[config.mk]
export PLATFORM = sky130hd
export DESIGN_NAME = gfba_ram
export DESIGN_NICKNAME = d
export VERILOG_FILES = /design/src/hw/rtl/gfba_ram.sv
export SDC_FILE = /design/constraint.sdc
export NUM_CORES = 2
export LEC_CHECK = 0
export ABC_AREA = 1
export BUFFER_PORTS_ARGS = -buffer_cell sky130_fd_sc_hd__clkbuf_2
export CORE_ASPECT_RATIO = 0.75
export CORE_MARGIN = 4
export CORE_UTILIZATION = 35
export CTS_CLUSTER_SIZE = 20
export DETAILED_ROUTE_END_ITERATION = 7
export PLACE_DENSITY_LB_ADDON = 0.12
export SYNTH_ARGS = -nofsm -noshare
export SYNTH_HDL_FRONTEND = slang
export SYNTH_SLANG_ARGS = --single-unit
export TNS_END_PERCENT = 1
[constraint.sdc]
create_clock -name clk -period 5.17 [get_ports clk]
set_input_delay 1.034 -clock clk [delete_from_list [all_inputs] [get_ports clk]]
set_output_delay 1.034 -clock clk [all_outputs]
set_load 0.05 [all_outputs]
[src/hw/rtl/gfba_ram.sv]
module gfba_ram #(
    parameter int DEPTH = 256,
    parameter int AW    = 8,
    parameter int W     = 16
) (
    input  logic          clk,
    input  logic          we,
    input  logic [AW-1:0] waddr,
    input  logic [W-1:0]  wdata,
    input  logic [AW-1:0] raddr,
    output logic [W-1:0]  rdata
);

    logic [W-1:0] mem [DEPTH];
    logic [W-1:0] rdata_reg;

    always_ff @(posedge clk)
    begin
        if (we)
        begin
            mem[waddr] <= wdata;
        end
        rdata_reg <= mem[raddr];
    end

    assign rdata = rdata_reg;

endmodule

# After elaboration in Yosys (flattened, before gate mapping)
# Memories as Yosys holds them, arrays and structs flattened. A register that Yosys moved wholly into a read port is not among the register bits.
# Cells that the tools add are included.
[totals] wordCells=3 mem_count=1 ff_bits=0 output_inout_bits=16 ramBits=4096
[classes] muxes=2
[memory_table] memory="mem" words=256 width=16 read_ports=1 rd_ports_with_merged_regs=1 wr=1 line_no="14" rtl="logic [W-1:0] mem [DEPTH];"
[ops] cell="1-bit 2-to-1 mux" count=2

# Logic depth before layout (Yosys ltp)
[depth] ltp_word=2 ltp_mapped=15 ltp_nobuf=11

# Worst setup path before layout
# No wires, ideal clock.
[synth_timing] path_type="input to register" from="in we" to="mem mem[162][0] (enable)" path_stages=4 t_arrival_ns=2.486 slack_ns=2.296 cell_sequence="clkbuf_1 -> nand3_1 -> clkbuf_1 -> nor2_1"
[synth_between] elab_chain_len=2
[synth_lines] element="from (decl)" line_no="7" rtl="input logic we,"
[synth_lines] element="1-bit 2-to-1 mux" line_no="19" rtl="if (we)"
[synth_lines] element="1-bit 2-to-1 mux (not written as such)" line_no="21" rtl="mem[waddr] <= wdata;"
[synth_lines] element="to (decl)" line_no="14"
# Every way passes these cells.

==> flow_metrics.py <==
metrics = {
    "synthesis": {
        "synth_top_area_share": 0.742,
        "synth_common_cells": "nand2_1, edfxtp_1, nand3_1, buf_2, nor2_1",
        "synth_top_area_cell": "edfxtp_1",
        "syn_area_um2": 166000,
        "synth.most_common_cell": "nand2_1",
        "synth_seq_cells": 4112,
        "synth_nets": 13700,
        "synth_edf_count": 4096,
        "ys_top_cells_by_area": "edfxtp_1, nand3_1, nand2_1",
        "yosys_warnings": 0,
        "synth_top_flop_cell": "edfxtp_1",
        "ys_seq_area_frac": 0.744,
        "async_flop_share": 0,
        "ys_types": 15,
        "avgSynthCellArea_um2": 12.2,
        "synthCells": 13600,
    },
    "setup_path": {
        "cp_data_required_time_ns": 6.11,
        "critPathMaxStageDelay_ns": 0.53,
        "critPathSlowestCell": "inv_16",
        "cp.arrival_ns": 5.07,
        "r2r_end": "rdata[13]",
        "worstPathCellList": "buf_12 -> inv_16 -> buf_12 -> buf_4 -> nand2_1 -> nand3_1 -> nand3_1 -> nand3_1 -> nand3_1 -> nand3_1 -> nand3_1 -> nand2_1 -> nand2_1 -> nand2_1",
        "worstPathMaxFanout": 78,
        "cpMostUsedCell": "nand3_1",
        "cp-end-kind": "flop",
        "crit_buf_inv": 4,
        "crit_type": "in -> reg",
        "cp-start-kind": "input pin",
        "r2r_cells": 10,
        "rr_startpoint": "mem[239][13]",
        "r2r_setup_slack_ns": 2.26,
        "critical_path.top_delay_family": "simple AND/OR/NAND/NOR gates",
    },
    "sta": {
        "fin_crit_sh": 0.799,
        "max_slew_margin": 0.159,
        "clock_skew_ns": 0.0868,
        "setup_tns_ns": 0,
        "hold_slack_ns": 0.441,
        "slew_violations": 0,
        "final_hold_viol_count": 0,
        "grt_setup_unrepaired": "false",
        "timing_worst_slew_pin_value_ns": 1.26,
        "fmax_ghz": 0.242,
        "setup_viol": 0,
        "min_period_ns": 4.13,
    },
    "clock_network": {
        "clkLatencyLatePin_ns": 1.04,
        "clk_path_buf_depth": 4,
        "cts_root_buf": "clkbuf_16",
        "cts_buffers": 414,
        "htreeDepth": 5,
        "clkTransAtPathRegs_ns": 0.06,
        "hold_buffers": 0,
        "ctsResizeCount": 0,
        "cts_setup_buffers": 0,
        "cts_tree": "done",
        "clkSinkCount": 4112,
    },
    "global_route": {
        "grt_max_degree": 157,
        "grt_overflow": 0,
        "antenna_found_initial": 36,
        "grt_pass1_vias": 103000,
        "gr-usage-all-layers": 0.228,
        "grt_pass1_wl_um": 802000,
    },
    "floorplan": {
        "die_w_um": 803,
        "die_y_um": 604,
        "core_area_um2": 471000,
        "io_pins": 50,
        "die_area_um2": 485000,
        "initial_utilization": 0.352,
        "fp-row-count": 218,
    },
    "power": {
        "irDropWorstVdd_mv": 0.265,
        "p_per_area_nw_per_um2": 377,
        "leakagePower_uw": 0.0652,
    },
    "drt": {
        "vias_per_cell": 5.38,
        "drt_drc_violations_left": 0,
        "dr_total_vias": 110000,
        "routedWlPerCell_um": 27.9,
        "first_iter_violations": 12400,
        "ant_nets": 0,
        "wl_um": 570000,
        "drtPass1Iterations": 7,
    },
    "final_layout": {
        "seqCellArea_um2": 123000,
        "fillers": 44400,
        "drive_above_1_share": 0.0955,
        "multi_input_area_um2": 37300,
        "fin_nets": 13800,
        "largest_reg_flops": 4096,
        "synthToLayoutAreaGrowth_pct": 13.7,
    },
    "worst_hold_path": {
        "hold_path_end": "mem[130][15]",
        "hold_depth": 1,
        "holdCritStartpoint": "wdata[15]",
        "hp-class": "in -> reg",
    },
    "placement": {
        "port_buffers": 49,
        "gp_congestion": 0.843,
        "dpl.hpwl_um": 332000,
    },
    "run_status": {
        "status": "finished, final reports clean",
    },
    "flow_run": {
        "drv_cap": 0,
    },
}
## stage by stage
stage / total power [uW] / worst slack, ns / instance area [um^2] / util / cells
detailed placement: 42400 / 0.250 / 175000 / 0.373 / 19600
finish: 71000 / 1.04 / 188000 / 0.400 / 20400
CTS: 71600 / 1.33 / 188000 / 0.400 / 20400
global placement: 42300 / 0.258 / 175000 / 0.373 / 19600
global route: 73300 / 1.10 / 188000 / 0.400 / 20400
floorplan: 39800 / 2.30 / 166000 / - / 13600
## layer usage
| layer | global-route usage | wire [um] |
|---|---|---|
| met5 | 0 | 26 |
| met4 | 0.0575 | 14400 |
| met3 | 0.0314 | 41700 |
| met2 | 0.347 | 253000 |
| met1 | 0.344 | 261000 |
## how the worst max path moves through the flow
| stage | from | endpoint | slack, ns | cells past startpoint |
|---|---|---|---|---|
| 2_1_floorplan | we | mem[162][0] | 2.30 | 4 |
| 3_3_place_gp | raddr[0] | rdata[2] | 0.26 | 14 |
| 3_5_place_dp | raddr[0] | rdata[2] | 0.25 | 14 |
| 4_1_cts | raddr[0] | rdata[0] | 1.33 | 14 |
| 5_1_grt | raddr[0] | rdata[8] | 1.10 | 14 |
| 6_report | raddr[0] | rdata[2] | 1.04 | 14 |
## power breakdown
group	switching (uW)	internal, uW
registers	53.1	36700
clock network	13100	16300
logic	3730	1080
total	16900	54100
## cell families (layout without fill, tap and decap cells)
family,count (synthesis),after routing,share of synthesized area
buffers and inverters,976,1484,0.0321
flip-flops,4112,4112,0.744
other,0,14,0
AND/OR/NAND/NOR,8529,8529,0.224
## final cells by class
| cell class | instances | area share |
|---|---|---|
| Sequential cell | 4112 | 0.654 |
| Multi-Input combinational cell | 8529 | 0.198 |
| Clock buffer | 528 | 0.0579 |
| Tap cell | 6270 | 0.0416 |
| Timing Repair Buffer | 688 | 0.0359 |
| Clock inverter | 229 | 0.0108 |
| Inverter | 39 | 0.00107 |
| Antenna cell | 14 | 0.000186 |
## cells in the final DEF, fill, tap and decap left out
cell type,count
nand2_1,4195
edfxtp_1,4096
nand3_1,4035
buf_4,519
clkbuf_16,419
nor2_1,199
buf_12,122
clkbuf_1,107
clkinv_1,96
nor2_2,84
clkinv_2,74
inv_1,32
bufinv_16,27
clkbuf_2,27
buf_8,19
nand2_2,16
dfxtp_1,16
diode_2,14
inv_6,7
clkinvlp_4,7
inv_16,6
clkinv_16,6
clkinv_8,6
inv_8,3
inv_2,2
clkinv_4,2
clkbuf_8,2
buf_6,1
No activity file was read; power rests on OpenSTA's default activity.
