==> src/hw/rtl/gfba_pkg.sv <==
package gfba_pkg;

    localparam int GROUPS_DEF         = 8;
    localparam int DATA_PER_GROUP_DEF = 63;
    localparam int STACK_DEPTH_DEF    = 32;

    localparam int GRP_W_MAX   = 6;
    localparam int REC_AW_MAX  = 24;

    localparam logic [15:0] ZONE_START_RST = 16'd2;

    localparam logic ACT_ALLOC = 1'b0;
    localparam logic ACT_FREE  = 1'b1;

    localparam logic [1:0] ST_OK     = 2'd0;
    localparam logic [1:0] ST_NONE   = 2'd1;
    localparam logic [1:0] ST_REJECT = 2'd2;

    typedef struct packed {
        logic        action;
        logic [2:0]  hint_group;
        logic [15:0] block;
        logic        reserved_block;
    } req_t;

    typedef struct packed {
        logic [15:0] granted_block;
        logic [1:0]  status;
    } rsp_t;

    typedef struct packed {
        logic                  ok;
        logic [GRP_W_MAX-1:0]  grp;
        logic [REC_AW_MAX-1:0] base;
    } loc_t;

    function automatic logic [GRP_W_MAX-1:0] wrap_hint(input logic [2:0] h, input int g);
        int v;
        v = int'(h);
        for (int i = 0; i < 8; i++)
        begin
            if (v >= g)
            begin
                v = v - g;
            end
        end
        return GRP_W_MAX'(v);
    endfunction

endpackage

==> src/hw/rtl/gfba_locate.sv <==
module gfba_locate #(
    parameter int GROUPS         = 8,
    parameter int DATA_PER_GROUP = 63,
    parameter int STACK_DEPTH    = 32
) (
    input  logic               clk,
    input  logic               rst_n,
    input  logic               start,
    input  logic [15:0]        blk,
    input  logic [15:0]        zone_start,
    output logic               done,
    output gfba_pkg::loc_t     res
);
    import gfba_pkg::*;

    localparam int REC_WORDS = STACK_DEPTH + 2;
    localparam int RAW       = $clog2(GROUPS * DATA_PER_GROUP * REC_WORDS);
    localparam int CW        = $clog2(GROUPS + 1);
    localparam int GSPAN     = DATA_PER_GROUP + 1;
    localparam int GSTRIDE   = DATA_PER_GROUP * REC_WORDS;

    logic          run_reg;
    logic          bad_reg;
    logic [15:0]   rem_reg;
    logic [CW-1:0] cnt_reg;
    logic [RAW-1:0] base_reg;
    logic          done_reg;
    loc_t          res_reg;

    always_ff @(posedge clk or negedge rst_n)
    begin
        if (!rst_n)
        begin
            run_reg  <= 1'b0;
            done_reg <= 1'b0;
        end
        else
        begin
            done_reg <= 1'b0;
            if (start)
            begin
                run_reg  <= 1'b1;
                bad_reg  <= blk < zone_start;
                rem_reg  <= blk - zone_start;
                cnt_reg  <= '0;
                base_reg <= '0;
            end
            else if (run_reg)
            begin
                if (bad_reg || cnt_reg == CW'(GROUPS))
                begin
                    run_reg    <= 1'b0;
                    done_reg   <= 1'b1;
                    res_reg.ok <= 1'b0;
                end
                else if (rem_reg >= 16'(GSPAN))
                begin
                    rem_reg  <= rem_reg - 16'(GSPAN);
                    cnt_reg  <= cnt_reg + 1'b1;
                    base_reg <= base_reg + RAW'(GSTRIDE);
                end
                else
                begin
                    run_reg      <= 1'b0;
                    done_reg     <= 1'b1;
                    res_reg.ok   <= rem_reg != 16'd0;
                    res_reg.grp  <= GRP_W_MAX'(cnt_reg);
                    res_reg.base <= REC_AW_MAX'(base_reg
                        + RAW'((rem_reg - 16'd1) * 16'(REC_WORDS)));
                end
            end
        end
    end

    assign done = done_reg;
    assign res  = res_reg;

endmodule

==> config.mk <==
export PLATFORM = sky130hd
export DESIGN_NAME = gfba_locate
export DESIGN_NICKNAME = d
export VERILOG_FILES = /design/src/hw/rtl/gfba_pkg.sv /design/src/hw/rtl/gfba_locate.sv
export SDC_FILE = /design/constraint.sdc
export NUM_CORES = 1
export LEC_CHECK = 0
export BUFFER_PORTS_ARGS = -buffer_cell sky130_fd_sc_hd__buf_2
export CORE_MARGIN = 4
export CORE_UTILIZATION = 55
export CTS_CLUSTER_SIZE = 8
export DETAILED_ROUTE_END_ITERATION = 8
export PLACE_DENSITY = 0.81
export SETUP_SLACK_MARGIN = 0.02
export SYNTH_ARGS = -nofsm -noshare
export SYNTH_HDL_FRONTEND = slang
export SYNTH_SLANG_ARGS = --single-unit
==> constraint.sdc <==
create_clock -name clk -period 5.01 [get_ports clk]
set_input_delay 1.002 -clock clk [delete_from_list [all_inputs] [get_ports clk]]
set_output_delay 1.002 -clock clk [all_outputs]
set_load 0.005 [all_outputs]
## Yosys cells after proc, flatten, opt, wreduce, memory -nomap -nowiden

Index checks and enable logic that the tools add are counted.

| cells by class | value |
|---|---|
| order comparisons | 2 |
| multipliers | 1 |
| equality and inequality tests | 3 |
| multiplexer cells | 19 |
| bitwise logic cells | 3 |
| reduce and logical (&&, ||, !) cells | 8 |
| add/subtract/negate cells | 6 |

Operators with widths:

| operator | count |
|---|---|
| $mux 16 | 4 |
| $mux 15 | 3 |
| $mux 31 | 1 |
| $add 15x15->16 | 1 |
| $ge 16x7->1 const B | 1 |
| $lt 16x16->1 | 1 |
| $mul 16x5->14 const B | 1 |
| $reduce_bool 16->1 | 1 |
| $sub 16x1->16 const B | 1 |
| $sub 16x16->16 | 1 |
| $sub 16x7->16 const B | 1 |
| $add 15x12->15 const B | 1 |
| $mux 4 | 3 |
| $mux 1 | 8 |
| $reduce_and 4->1 | 2 |
| $reduce_and 5->1 | 1 |
| $add 4x1->4 const B | 1 |
| $eq 4x4->1 const B | 1 |
| $ne 2x2->1 const B | 2 |
| $reduce_bool 2->1 | 2 |
| $not 1->1 | 3 |
| $reduce_and 2->1 | 1 |
| $logic_or 1x1->1 | 1 |

| word-level totals | value |
|---|---|
| input bits | 35 |
| output and inout port bits | 32 |
| flip-flop bits (word level) | 67 |
| logic and storage cells | 51 |

## Longest topological paths before layout

Gate-level depths: netlist of the first run.

| logic depth | value |
|---|---|
| word-level depth | 5 |
| depth in mapped cells | 20 |
| depth with buffers taken out | 20 |

## Worst setup path before layout of the first run

No wires, ideal clock.

| path | value |
|---|---|
| path kind | register to register |
| start | reg rem_reg[3] |
| end | reg res_reg (netlist bit res[14]), data pin |
| arrival time | 3.639 ns |
| path buffers | 0 |
| setup time | 0.258 ns |
| cell stages (with the launch flop) | 18 |
| required time | 4.752 ns |
| path slack | 1.113 ns |
| clock period less this slack | 3.897 ns |
| path through | edfxtp_1 -> nor4_4 -> and2_2 -> xnor2_1 -> ha_1 -> inv_1 -> fa_1 -> nor2b_1 -> o21a_1 -> o21a_1 -> nor2_1 -> ha_1 -> and2_1 -> a32oi_1 -> o31ai_1 -> a311o_1 -> a21oi_1 -> xnor2_1 |

| between the ends | value |
|---|---|
| word-level cells in the longest chain between the ends | 3 |

RTL lines:

| item | RTL line | text |
|---|---|---|
| start, declared | gfba_locate.sv:24 | `logic [15:0] rem_reg;` |
| start signal, assigned | gfba_locate.sv:44 | `rem_reg <= blk - zone_start;` |
| start signal, assigned | gfba_locate.sv:58 | `rem_reg <= rem_reg - 16'(GSPAN);` |
| $sub 16x1->16 | gfba_locate.sv:69 | `+ RAW'((rem_reg - 16'd1) * 16'(REC_WORDS)));` |
| $mul 16x5->14 | gfba_locate.sv:69 |  |
| $add 15x15->16 | gfba_locate.sv:69 |  |
| end, declared | gfba_locate.sv:28 | `loc_t res_reg;` |

No other way between the ends.
A chain may end at the register's enable or synchronous reset.

## Worst setup path after layout of the first run

Same ends and word-level chain as after synthesis.

==> results of run 1 <==
## worst register-to-register path, delay by kind of cell, from the launching register on
kind | cells | cell delay (ns)
XOR/XNOR | 2 | 0.18
flip-flops | 1 | 0.48
adder cells (fa/ha/maj) | 3 | 1.09
buffers and inverters | 1 | 0.06
AND/OR/NAND/NOR | 5 | 1.00
AO/OA/AOI/OAI | 6 | 1.20
## logic make-up after synthesis
group                      count (synthesis)  synth area share
other                                      1         0.0007931
adders and majority gates                 55            0.1503
buffers and inverters                     66           0.06404
AOI/OAI and AO/OA                        116            0.1590
DFF                                       57            0.3599
and+or+nand+nor                          143            0.1556
xor gates and xnor gates                  58            0.1103
## final timing paths
path | slack (ns) | end | cells past startpoint | startpoint
worst min register to register | 0.52 | res[26] | 0 | cnt_reg[2]
worst max register to register | 0.76 | res[14] | 17 | rem_reg[3]
max in group asynchronous | 4.04 | done | 1 | rst_n
worst min-delay path | 0.52 | res[26] | 0 | cnt_reg[2]
min in group asynchronous | 0.62 | run_reg | 1 | rst_n
worst max-delay path | 0.76 | res[14] | 17 | rem_reg[3]
## power groups by stage
stage | Clock [mW] | Sequential, mW | Combinational, mW
final | 0.532 | 0.633 | 0.676
after global routing | 0.559 | 0.636 | 0.763
after detailed placement | 0 | 0.642 | 0.668
after CTS | 0.540 | 0.632 | 0.676
after floorplan | 0 | 0.622 | 0.559
after global placement | 0 | 0.640 | 0.633
## final cells by class
| type | instances | area [um^2] |
|---|---|---|
| flip-flops and latches | 57 | 1702 |
| clock inverters | 5 | 102.6 |
| well taps | 105 | 131.4 |
| inverters | 40 | 150.1 |
| fillers | 661 | 3015 |
| clock buffers | 11 | 141.4 |
| multi-input cells | 383 | 2766 |
| repair buffers | 57 | 290.3 |
## per-layer routing
| metal | vias to the layer above | wire [um] | global-route usage |
|---|---|---|---|
| met2 | 86 | 4815 | 0.3453 |
| met4 | 0 | 290 | 0.09637 |
| li1 | 1860 | - | - |
| met5 | - | 0 | 0 |
| met3 | 21 | 410 | 0.03945 |
| met1 | 1667 | 3869 | 0.2124 |
## layout by cell type (no fill, tap or decap), types with 11 or more instances in the layout
| cell | netlist | routed |
|---|---|---|
| buf_2 | 5 | 55 |
| inv_1 | 40 | 40 |
| ha_1 | 52 | 52 |
| a21oi_1 | 30 | 30 |
| xor2_1 | 23 | 23 |
| xnor2_1 | 34 | 34 |
| conb_1 | 1 | 11 |
| o21ai_0 | 24 | 24 |
| edfxtp_1 | 55 | 55 |
| nor3_1 | 15 | 15 |
| nand2_1 | 32 | 32 |
| o21a_1 | 11 | 11 |
| nor2_1 | 51 | 51 |
## synth_stat cells (3+ instances only)
library cell and n:
buf_4 11, a21o_1 10, clkbuf_1 9, buf_2 5, xnor2_1 34, nor3_1 15, o21ai_0 24, o21bai_1 4
o21a_1 11, and2_1 5, nand2_1 32, xor2_1 23, nand2b_1 5, a21oi_1 30, nand4_1 3, o211ai_1 4
nor2_1 51, and3_1 4, edfxtp_1 55, a211oi_1 8, fa_1 3, nor3b_1 3, nand3_1 4, nor2b_1 3
or3_1 3, ha_1 52, o41ai_1 3, a31oi_1 8, inv_1 40
==> run metrics, run 1 <==
core area=0.008299 mm^2; cell family with most CP delay=compound AO/OA/AOI/OAI gates; Final setup viols=0; DR pass1 iterations=4; DRC=0; Sw Pwr=591.2 uW; Max Cap Violations=0; Port-buffer cells=55; Post-CTS Setup Repair Bufs=0; P_int=1.249 mW; Worst Path Required=just over 5 ns; Comb pwr share=0.367; Final Critical Period=4.251 ns; GRT Overall Usage=0.1918; CP Capture Type=register; fin area=0.005284 mm^2; WP data arrival=4.35 ns; Max Slew Vio Count=0; CP peak stage delay=0.48 ns; vias in the first global route=3569; Worst setup SP type=register; area delta synth->final=11.75%; WP buf/inv=1; Power Dens Cells=348.2 mW/mm^2; PnR worst setup slack=0.7587 ns; Flop pwr share=0.344; latest clock arrival within the worst-skew pair=0.35 ns; Critical Path Slowest Stage Cell=edfxtp_1; Static Leak=2.271 nW; routed length per instance=14.26 um; via count=3634; starting density of the core=0.5697; setup_tns=0 ns; Inst Count DP=642; Max Clk Rate=roughly 240 MHz; clock-pin slew on the worst setup and hold paths=0.07 ns; io pins=67; library cells used by synthesis=58; CTS max path bufs=2; Post-Syn Instances=slightly below 500; Hold Fails Final Rpt=0; antenna cells=0; drt total wl=9386 um; # H-tree levels=3; fin nets=roughly 640; Root Driver=clkbuf_8; sw frac=0.3213; post-synth top area cell=edfxtp_1; sequential cell area fraction in the yosys report=0.3599; # hold bufs at CTS=0; fin util=0.6367; Pwr Total=roughly 1.8 mW; kind of critical path=register to register; Largest register FFs=20; die width=100.7 um; total CTS buffers=9; unrepaired setup endpoints after global routing=false; CTS tree=built; top cell type's share of synthesized area=0.3493; maximum VDD drop=0.0001392 V; Least-Margin Pin Slew=0.6176 ns; antenna-violating nets left=0; clk sink count=57; Clk network pwr share=0.289; largest net degree at the start of global routing=36; layout cells sized above 1=0.1573; first-pass GRT wire length=between 15000 and 20000 um; final worst-path cycle share=0.8486; GP Congestion=0.9041; DIE AREA=0.01014 mm^2; Rel. slew slack=0.5882; std cell rows=33; Tightest Hold Check Type=register to register; final cell count without fillers=658; worst path cell trace=nor4_4 > and2_2 > xnor2_1 > ha_1 > inv_1 > fa_1 > nor2b_1 > o21a_1 > o21a_1 > nor2_1 > ha_1 > and2_1 > a32oi_1 > o31ai_1 > a311o_1 > a21oi_1 > xnor2_1; Synth Cell Area=0.004728 mm^2; status=completed; CP max FO=4; ys async rst share=0.03509; DP Area=0.005040 mm^2; ranking of synthesized cells by area=edfxtp_1 (35%), ha_1 (14%), xnor2_1 (6.3%), xor2_1 (4.3%), nor2_1 (4.0%); Post-CTS Resized=0; worst slack at placement=0.7768 ns; Post-synth EDFFs=55; routed vias/inst=around 5.5; initial DRC count=about 130; Hold WS=0.5156 ns; Syn Area/Cell=9.533 um^2; Ys Warns=0; Final HPWL DP=7209 um; Primary FF master, synth=edfxtp_1; Setup Skew=0.005280 ns; antenna violations before repair=0; height of the die=between 100 and 150 um; global route overflow=0; flops & latches, synth=57
No activity file was read; power rests on OpenSTA's default activity.
==> inputs of run 2 (changes only) <==
==> constraint.sdc (replaced) <==
create_clock -name clk -period 4 [get_ports clk]
set_input_delay 0.8 -clock clk [delete_from_list [all_inputs] [get_ports clk]]
set_output_delay 0.8 -clock clk [all_outputs]
set_load 0.005 [all_outputs]
==> run 2 against run 1 <==
  * Clock power grew 0.8%
  * Highest routed layer unchanged
  * Sequential power grew 25%
  * Critical endpoint unchanged
  * Non-clock buffer count grew 27
  * Die area is the same
==> run metrics, run 2 (same netlist as run 1, synthesis figures left out) <==
clk sink count=57 (unchanged); height of the die=100.7 um (unchanged); routed length per instance=14.34 um (+0.52%); # H-tree levels=3 (unchanged); total CTS buffers=9 (unchanged); starting density of the core=0.5697 (unchanged); cells on worst reg2reg path=17 (unchanged); maximum VDD drop=0.0001440 V (+3.4%); CTS tree=built; Rel. slew slack=0.5960 (+0.007758); DIE AREA=0.01014 mm^2 (unchanged); fin nets=665 (+4.2%); Worst setup SP type=register; PnR worst setup slack=0.06561 ns (-0.6931 ns); global route overflow=0 (unchanged); Worst Path Required=4.10 ns (-1.01 ns); Tightest Hold Check Type=input port to async pin; die width=100.7 um (unchanged); Max Clk Rate=254.2 MHz (+8.1%); io pins=67 (unchanged); DRC=0 (unchanged); CP Capture Type=register; area delta synth->final=18.05%; core area=0.008299 mm^2 (unchanged); Hold WS=0.4257 ns (-0.08993 ns); Hold Fails Final Rpt=0 (unchanged); via count=3732 (+2.7%); final worst-path cycle share=0.9836 (+0.1350); Setup Skew=0.007955 ns (+0.002675 ns); Least-Margin Pin Slew=0.6060 ns (-0.01164 ns); fin area=0.005582 mm^2 (+5.6%); GRT Overall Usage=0.1971 (+0.005261); Root Driver=clkbuf_8; DP Area=0.005152 mm^2 (+2.2%); Final setup viols=0 (unchanged); layout cells sized above 1=0.2414 (+0.08406); DR pass1 iterations=5 (+1); Power Dens Cells=411.7 mW/mm^2 (+18%); antenna violations before repair=0 (unchanged); Max Cap Violations=0 (unchanged); drt total wl=9822 um (+4.6%); worst slack at placement=-0.1633 ns (-0.9401 ns); Static Leak=2.423 nW (+6.7%); clock-pin slew on the worst setup and hold paths=0.07 ns (about the same); first-pass GRT wire length=15980 um (+2.9%); antenna-violating nets left=0 (unchanged); routed vias/inst=5.448 (-1.4%); vias in the first global route=3596 (+0.76%); worst r2r src=rem_reg[4]; Port-buffer cells=55 (unchanged); latest clock arrival within the worst-skew pair=0.34 ns (about the same); status=completed; largest net degree at the start of global routing=36 (unchanged); CP max FO=3 (-1); WP data arrival=4.03 ns (-0.32 ns); CP Launch Point=rem_reg[4]; Max Slew Vio Count=0 (unchanged); # fillers=643 (-2.7%); initial DRC count=138 (+3.0%); most frequent cells in the layout=edfxtp_1 (55), buf_2 (55), ha_1 (49), nor2_1 (48), inv_1 (36); fin util=0.6725 (+0.03588); Final Critical Period=3.934 ns (-0.3169 ns); Final HPWL DP=7297 um (+1.2%); antenna cells=0 (unchanged); GP Congestion=0.8578 (-5.1%); CTS max path bufs=2 (unchanged); # hold bufs at CTS=0 (unchanged); std cell rows=33 (unchanged); unrepaired setup endpoints after global routing=true; Largest register FFs=20 (unchanged); kind of critical path=register to register
## run 2: routing by layer
metal	share of wire	global-route usage
met2	0.53	0.3646
met1	0.40	0.2216
met5	0	0
met4	0.029	0.09845
met3	0.046	0.02215
## run 2: path summary, 6_finish.rpt
path / slack (ns) / endpoint
hold / removal: 0.43 / run_reg
max in group asynchronous: 3.23 / done
min in group clk: 0.51 / res[26]
setup / recovery: 0.07 / res[14]
hold reg to reg: 0.51 / res[26]
setup reg to reg: 0.07 / res[14]
## run 2: through the flow
step                      TNS [ns]  power (mW)  cells
after floorplan                  0       1.479    506
after global placement           0       1.645    657
after detailed placement   -0.2258       1.692    657
after CTS                        0       2.237    676
after global routing       -0.2877       2.457    685
final                            0       2.298    685
## run 2: area by class of cell
| type | instances | area, um^2 | area share |
|---|---|---|---|
| sequential | 57 | 1702 | 0.3049 |
| clock buffer | 11 | 141.4 | 0.02533 |
| inverter | 40 | 150.1 | 0.02690 |
| timing repair buffer | 84 | 493.0 | 0.08832 |
| multi-input combinational | 383 | 2909 | 0.5212 |
| clock inverter | 5 | 55.05 | 0.009863 |
| tap | 105 | 131.4 | 0.02354 |
## run 2: repair_timing
action                                  4_1_cts  5_1_grt
endpoints found under the setup margin        3        4
resized for setup                             2       29
pin swaps                                     2       11
setup buffers                                 3        9
## run 2: report_power, final
group / internal, mW / leakage [nW] / switching, mW
sequential: 0.742 / 0.543 / 0.0482
combinational: 0.467 / 1.78 / 0.505
clock: 0.302 / 0.0953 / 0.234
total: 1.51 / 2.42 / 0.787
## run 2: critical path: stages (launching register included)
cell and delay (ns):
edfxtp_1 0.45, nor4_4 0.36, and2_4 0.24, buf_4 0.14
nand2_2 0.07, xor2_2 0.17, xnor2_1 0.13, ha_1 0.34
o21a_1 0.14, o21a_1 0.21, o21a_1 0.19, nor2_1 0.12
xnor2_1 0.14, ha_1 0.26, nor2b_1 0.15, a311o_1 0.36
a21oi_2 0.16, xnor2_1 0.07
==> inputs of run 3 (changes only) <==
--- a/config.mk
+++ b/config.mk
@@ -10,6 +10,7 @@
 export CORE_UTILIZATION = 55
 export CTS_CLUSTER_SIZE = 8
 export DETAILED_ROUTE_END_ITERATION = 8
+export GPL_TIMING_DRIVEN = 0
 export PLACE_DENSITY = 0.81
 export SETUP_SLACK_MARGIN = 0.02
 export SYNTH_ARGS = -nofsm -noshare
==> constraint.sdc (replaced) <==
create_clock -name clk -period 4.5 [get_ports clk]
set_input_delay 0.225 -clock clk [delete_from_list [all_inputs] [get_ports clk]]
set_output_delay 0.225 -clock clk [all_outputs]
set_load 0.005 [all_outputs]
==> run 3 against run 2 <==
  * Via count grew 0.62%
  * Power shrank 11%
  * Count of clock-buffer cells in the layout shrank 1
  * Setup slack improved by 0.14 ns
  * Global-route usage up 1.0 points
  * Routed wire length is 1.2% higher
  * Final cell count unchanged
  * Die area stayed put
  * Register-to-register slack better by 0.14 ns
  * Sequential power fell by 12%
  * Critical path type unchanged
  * Critical endpoint unchanged
==> run metrics, run 3 (same netlist as run 1, synthesis figures left out) <==
io pins=67 (unchanged); DP Area=0.005180 mm^2 (+0.53%); GP Congestion=0.8989 (+4.8%); CTS max path bufs=2 (unchanged); DR pass1 iterations=4 (-1); drt total wl=9937 um (+1.2%); fin util=0.6566 (-0.01598); largest net degree at the start of global routing=25 (-31%); latest clock arrival within the worst-skew pair=0.35 ns (about the same); layout cells sized above 1=0.1879 (-0.05345); height of the die=100.7 um (unchanged); kind of critical path=register to register; worst slack at placement=0.1373 ns (+0.3006 ns); Clk network pwr share=0.262 (+0.029); antenna cells=0 (unchanged); vias in the first global route=3796 (+5.6%); Sw Pwr=689.3 uW (-12%); CP Capture Type=register; antenna violations before repair=0 (unchanged); area taken by multi-input logic gates=0.002791 mm^2 (-4.0%); final cell count without fillers=685 (unchanged); PnR worst setup slack=0.2065 ns (+0.1409 ns); Seq. cell area=0.001702 mm^2 (unchanged); Largest register FFs=20 (unchanged); final worst-path cycle share=0.9541 (-0.02948); clk sink count=57 (unchanged); Comb pwr share=0.397 (-0.026); Inst Count DP=666 (+1.4%); fin nets=665 (unchanged); fin area=0.005449 mm^2 (-2.4%); Critical Path Slowest Stage Cell=edfxtp_1; Worst Path Required=4.59 ns (+0.49 ns); Flop pwr share=0.340 (-0.004); GRT Overall Usage=0.2074 (+0.01028); Final setup viols=0 (unchanged); Setup Skew=0.006431 ns (-0.001524 ns); commonest non-fill, non-tap cell in the layout=buf_2; setup_tns=0 ns (unchanged); Max Slew Vio Count=0 (unchanged); unrepaired setup endpoints after global routing=false; P_int=1.350 mW (-11%); Max Clk Rate=232.9 MHz (-8.4%); most frequent cells in the layout=buf_2 (59), edfxtp_1 (55), nor2_1 (51), ha_1 (51), inv_1 (40); Hold WS=0.2652 ns (-0.1605 ns); WP data arrival=4.39 ns (+0.36 ns); # fillers=673 (+4.7%); std cell rows=33 (unchanged); DIE AREA=0.01014 mm^2 (unchanged); Power Dens Cells=374.2 mW/mm^2 (-9.1%); routed length per instance=14.51 um (+1.2%); Least-Margin Pin Slew=0.5687 ns (-0.03727 ns); worst path cell trace=nor4_4 > and2_4 > xnor2_1 > ha_1 > inv_1 > fa_1 > nor2b_1 > o21a_1 > o21a_1 > nor2_1 > ha_1 > and2_1 > a32oi_2 > o31ai_2 > a311o_1 > a21oi_2 > xnor2_1; Pwr Total=2.039 mW (-11%); Rel. slew slack=0.6192 (+0.02318); Max Cap Violations=0 (unchanged); CP max FO=4 (+1); DRC=0 (unchanged); global route overflow=0 (unchanged); starting density of the core=0.5697 (unchanged); maximum VDD drop=0.0001527 V (+6.1%); via count=3755 (+0.62%); die width=100.7 um (unchanged); Final Critical Period=4.294 ns (+0.3591 ns); total CTS buffers=9 (unchanged); status=completed; initial DRC count=103 (-25%); routed vias/inst=5.482 (+0.62%); Static Leak=2.368 nW (-2.3%); antenna-violating nets left=0 (unchanged); Hold Fails Final Rpt=0 (unchanged); Worst setup SP type=register; Port-buffer cells=54 (-1.8%); sw frac=0.3380 (-0.004457); core area=0.008299 mm^2 (unchanged); WP buf/inv=1 (unchanged); CTS tree=built; Final HPWL DP=7611 um (+4.3%); clock-pin slew on the worst setup and hold paths=0.06 ns (about the same); Tightest Hold Check Type=input port to register; CP peak stage delay=0.45 ns (about the same); first-pass GRT wire length=16700 um (+4.5%); # H-tree levels=3 (unchanged); cell family with most CP delay=compound AO/OA/AOI/OAI gates; Root Driver=clkbuf_8; area delta synth->final=15.24%
==> run 3: final cells by class <==
class	instances	share of cell area
multi-input cells	383	0.5123
repair buffers	58	0.05557
well taps	105	0.02411
flip-flops and latches	57	0.3123
clock buffers	10	0.02526
plain buffers	26	0.02801
clock inverters	6	0.01493
inverters	40	0.02755
==> run 3: timing repair <==
item                                    4_1_cts  5_1_grt
hold buffers                                  1        0
endpoints found under the hold margin         2        0
endpoints found under the setup margin        0        1
gates resized for setup                       0        6
setup buffers                                 0        2
==> run 3: metal layers <==
metal	vias to the layer above	part of all wire	track usage
met3	25	0.038	0.03737
met4	0	0.032	0.1150
met5	-	0	0
met2	87	0.52	0.3641
met1	1724	0.41	0.2364
li1	1919	-	-
==> run 3: power by group through the flow <==
stage          clock network, mW  logic, mW  registers [mW]
2_1_floorplan                  0      0.622           0.692
3_3_place_gp                   0      0.729           0.702
3_5_place_dp                   0      0.776           0.704
4_1_cts                    0.539      0.789           0.693
5_1_grt                    0.565      0.916           0.697
6_report                   0.535      0.810           0.694
==> run 3: final timing paths <==
kind,from,end,slack (ns),depth (start not counted)
worst min-delay path,zone_start[0],rem_reg[0],0.27,3
worst min register to register,cnt_reg[2],res[26],0.51,0
worst max register to register,rem_reg[5],res[14],0.21,17
worst max-delay path,rem_reg[5],res[14],0.21,17
max in group asynchronous,rst_n,done,3.76,2
min in group asynchronous,rst_n,run_reg,0.39,2
==> run 3: tightest hold or removal path, cell delays in order <==
cell and delay, ns:
buf_2 0.08, ha_1 0.11, nor2_1 0.04
